==> config.mk <==
export PLATFORM = sky130hd
export DESIGN_NAME = btkk_cell
export DESIGN_NICKNAME = d
export VERILOG_FILES = /design/src/rtl/btkk_pkg.sv /design/src/rtl/btkk_cell.sv
export SDC_FILE = /design/constraint.sdc
export NUM_CORES = 1
export LEC_CHECK = 0
export BUFFER_PORTS_ARGS = -buffer_cell sky130_fd_sc_hd__buf_2
export CORE_AREA = 2 2 191 193
export DETAILED_ROUTE_END_ITERATION = 16
export DIE_AREA = 0 0 193 195
export PLACE_DENSITY = 0.41
export RECOVER_POWER = 100
export SLEW_MARGIN = 20
export SYNTH_ARGS = -nofsm -noshare
export SYNTH_HDL_FRONTEND = slang
export SYNTH_SLANG_ARGS = --single-unit
==> constraint.sdc <==
create_clock -name clk -period 7.15 [get_ports clk]
set_clock_uncertainty 0.2 [all_clocks]
set_input_delay 1.43 -clock clk [delete_from_list [all_inputs] [get_ports clk]]
set_output_delay 1.43 -clock clk [all_outputs]
set_load 0.05 [all_outputs]
==> src/rtl/btkk_pkg.sv <==
// Shared types and constants for the bounded top-k nearest keeper.
// No dependencies; every other file refers to it by scoped names.
package btkk_pkg;

  localparam int KEY_W   = 32;
  localparam int COORD_W = 32;
  localparam int CAP_W   = 5;
  localparam int CNT_W   = 5;

  localparam logic [KEY_W-1:0] KEY_ALL_ONES = '1;
  localparam logic [CAP_W-1:0] CAP_RESET    = CAP_W'(16);

  // Request operation codes
  localparam logic OP_PUSH = 1'b0;
  localparam logic OP_READ = 1'b1;

  // Cell commands
  localparam logic [1:0] CMD_HOLD   = 2'd0;
  localparam logic [1:0] CMD_INSERT = 2'd1;
  localparam logic [1:0] CMD_ROTATE = 2'd2;

  typedef struct packed {
    logic [KEY_W-1:0]          key;
    logic signed [COORD_W-1:0] x;
    logic signed [COORD_W-1:0] y;
  } entry_t;

  typedef struct packed {
    logic [1:0] cmd;
    logic       occupied;
    logic       is_tail;
  } cell_ctrl_t;

endpackage

==> src/rtl/btkk_cell.sv <==
// One slot of the sorted entry chain: holds an entry, shifts on insert,
// rotates toward the head on readout. Depends on btkk_pkg.
module btkk_cell (
  input  logic                 clk,
  input  btkk_pkg::cell_ctrl_t ctrl,
  input  btkk_pkg::entry_t     new_entry,
  input  btkk_pkg::entry_t     left_entry,
  input  btkk_pkg::entry_t     right_entry,
  input  btkk_pkg::entry_t     head_entry,
  input  logic                 take_left,
  output logic                 take,
  output btkk_pkg::entry_t     entry
);

  // Slot is at or past the insert point: empty, or key strictly larger
  assign take = !ctrl.occupied || (entry.key > new_entry.key);

  always_ff @(posedge clk) begin
    case (ctrl.cmd)
      btkk_pkg::CMD_INSERT: begin
        if (take) begin
          entry <= take_left ? left_entry : new_entry;
        end
      end
      btkk_pkg::CMD_ROTATE: begin
        if (ctrl.occupied) begin
          entry <= ctrl.is_tail ? head_entry : right_entry;
        end
      end
      default: begin
      end
    endcase
  end

endmodule

==> results.md <==
- TNS Setup: 0 ns
- Slew HR: -113%
- Ports: 487
- Post-route setup slack: 1.68 ns
- Outcome: finished with violations
- CTS root buf: clkbuf_16
- Tot GR Track Use: 14.4%
- Maxcap violations: 4
- Clock insertion delay at the later pin of the skew report: 0.37 ns
- Mux contribution to synthesized area: 14.4%
- CTS buffer count: 9
- Antenna violation net count after detailed routing: 0
- GP Congestion: 0.776
- Final Non-Filler Cells: 1568
- Inst Count DP: 1550
- FMAX: 0.183 GHz
- Initial antenna violation count: 7
- WS Path Type: input pin to register
- Comb power frac: 31.3%
- Detailed Route Iter0 Violations: 218
- Clock share of power: 28.0%
- Vias post-DR: 6767
- Row Count: 69
- Via density: 4.32
- Fill cells: 3947
- Post-layout min period: 5.47 ns
- Critical Path AT: 5.30 ns
- Final period util: 76.5%
- Complex-gate fraction of the synthesized area: 20.9%
- Final wirelength: 28500 µm
- Seq/Total Area, Yosys: 43.2%
- Synth-to-layout area growth: 44.6%
- Worst setup EP type: register
- Worst Hold Class: input pin to register
- Failing checks: capacitance limit, slew limit
- Core Area: 0.0354 mm²
- Die height: 195 µm
- Final hold vios: 0
- Nets: 1522
- Largest Register: entry
- # port buffers: 486
- Clock transition at the registers of the reported paths: 0.08 ns
- Internal: 0.00111 W
- Switching share of power: 35.6%
- Share of cells above drive strength 1: 37.4%
- DIE AREA: 0.0376 mm²
- Synthesis Warnings: 0
- Post-CTS setup repair buffer count: 0
- H-tree depth: 3
- TritonCTS clock tree: done
- DRC viols: 0
- Synthesized cell area: 0.00667 mm²
- Post-Synth Simple-Gate Area: 10.2%
- Synth Area in XOR/XNOR: 0%
- Tightest Pin Transition: 3.19 ns
- Post-Synthesis Cells: 651
- Sequential power share: 40.6%
- Setup Viol. Count Final: 0
- Top flop regs: entry (96)
- Synth cell types: 30
- First-pass GRT wire length: 40100 µm
- Syn avg cell area: 10.2 µm²
- Maximum vdd ir drop: 0.000112 V
- Static leakage: 4.26 nW
- Largest net degree at the start of global routing: 111
- Clk buf depth: 2
- DIE WIDTH: 193 µm
- Cts hold-fix bufs: 0
- Placement Setup Slack: 2.21 ns
- Remaining Overflow, GRT: 0
- R2R Setup Slk: 2.42 ns
- Post-Synth Adder-Cell Area: 6.00%
- Vias in the first global route: 6619
- Router iterations before antenna repair: 4
- Worst path required time: 6.98 ns
- Final number of max-transition violations: 262
- WL/cell: 18.2 µm
- Post-cts sizing count: 0
- Switching pwr: 0.000612 W
- Main combinational cell family by area after synthesis: compound AO/OA/AOI/OAI gates
- Crit Path Max Fanout: 72
- RSZ-0062 raised after global routing: no
- Clock sinks: 96
- Seq cells post-synth: 96
- Crit path launch type: input pin
- Initial Util: 18.8%
- Pwr Density: 178 mW/mm²
- Syn_nets: 1073
- Max reg flops: 96
- Hpwl dp: 23300 µm
placed cells by master, fill, tap and decap left out, types with 2 or more instances in the layout:
cell	Yosys	routed
nor4_1	1	2
buf_4	0	2
nand4_1	7	7
clkbuf_1	27	102
o21ai_0	4	4
a21oi_1	110	110
mux2i_1	96	96
nand2_1	7	7
nand3_1	2	2
buf_6	0	2
edfxtp_1	96	96
inv_6	0	2
ha_1	32	32
buf_2	23	386
clkbuf_16	0	9
nor2_1	33	33
diode_2	0	2
a211oi_1	96	96
nor2b_1	67	66
inv_1	32	32
clkinv_2	0	2
logic make-up after synthesis:
group | after synthesis
DFF | 96
buffers and inverters | 86
adders and majority gates | 32
AOI/OAI and AO/OA | 219
and+or+nand+nor | 122
muxes | 96
power by group through the flow:
stage               Sequential, W  Combinational, W  Clock [W]
floorplan                0.000855          0.000199          0
global placement         0.000708          0.000557          0
detailed placement       0.000709          0.000559          0
CTS                      0.000697          0.000560   0.000504
global route             0.000703          0.000590   0.000521
finish                   0.000699          0.000539   0.000482
per-layer routing:
layer	share of wire, %	global-route usage, %	wire (µm)	up-vias
met3	8.9	5.07	2550	31
li1	-	-	-	3390
met5	0.042	0	12	-
met4	1.5	3.62	421	2
met1	40	16.4	11300	3045
met2	50	25.5	14200	299
worst max-delay path, stage by stage:
cell and delay (ns):
buf_2 0.08, inv_1 0.04, ha_1 0.31, nand4_1 0.22, nor4_1 0.64, o41ai_2 0.18, a41oi_1 0.33, a22o_2 1.43
buf_4 0.54
layout make-up:
type	instances	area, µm²	share of cell area, %
Timing Repair Buffer	492	2370	24.5
Inverter	32	120	1.24
Antenna cell	2	5.00	0.0519
Sequential cell	96	2880	29.9
Clock buffer	10	229	2.37
Multi-Input combinational cell	469	3420	35.5
Clock inverter	6	43.8	0.454
Tap cell	461	577	5.98
final timing paths:
check | startpoint | end | cells past startpoint
max | new_entry[91] | entry[15]$_DFFE_PP_ | 9
min | left_entry[10] | entry[10]$_DFFE_PP_ | 3
max reg2reg | entry[91]$_DFFE_PP_ | entry[15]$_DFFE_PP_ | 7
min reg2reg | entry[82]$_DFFE_PP_ | entry[79]$_DFFE_PP_ | 6
stage by stage:
step / hold slack [ns] / utilization [%] / instance area (µm²) / total power [W]
floorplan: 1.48 / - / 6670 / 0.00105
global placement: 1.58 / 26.9 / 9540 / 0.00127
detailed placement: 1.59 / 26.9 / 9540 / 0.00127
CTS: 1.18 / 27.7 / 9810 / 0.00176
global route: 1.20 / 27.3 / 9650 / 0.00181
finish: 1.21 / 27.3 / 9650 / 0.00172
synthesized netlist by cell type:
cell       instances  area, µm²
a211oi_1          96        721
buf_2             23        115
a41oi_2            1       16.3
o41ai_2            1       16.3
nand4_2            1       12.5
mux2i_1           96        961
a21oi_1          110        551
clkbuf_1          27        101
buf_1              4       15.0
o21ai_0            4       20.0
nor2b_1           67        419
nand2_1            7       26.3
nand4_1            7       43.8
a22o_1             1       8.76
a21o_1             1       7.51
nor2b_2            1       8.76
inv_1             32        120
a221oi_1           1       8.76
o21a_1             1       7.51
nor3_1             1       5.00
and3_1             1       6.26
ha_1              32        400
nor2_1            33        124
nor4_4             1       21.3
o211ai_2           1       12.5
edfxtp_1          96       2880
nor4_1             1       6.26
o2bb2ai_1          1       8.76
a2111oi_2          1       15.0
nand3_1            2       10.0
Power figures use the tool's default switching activity.
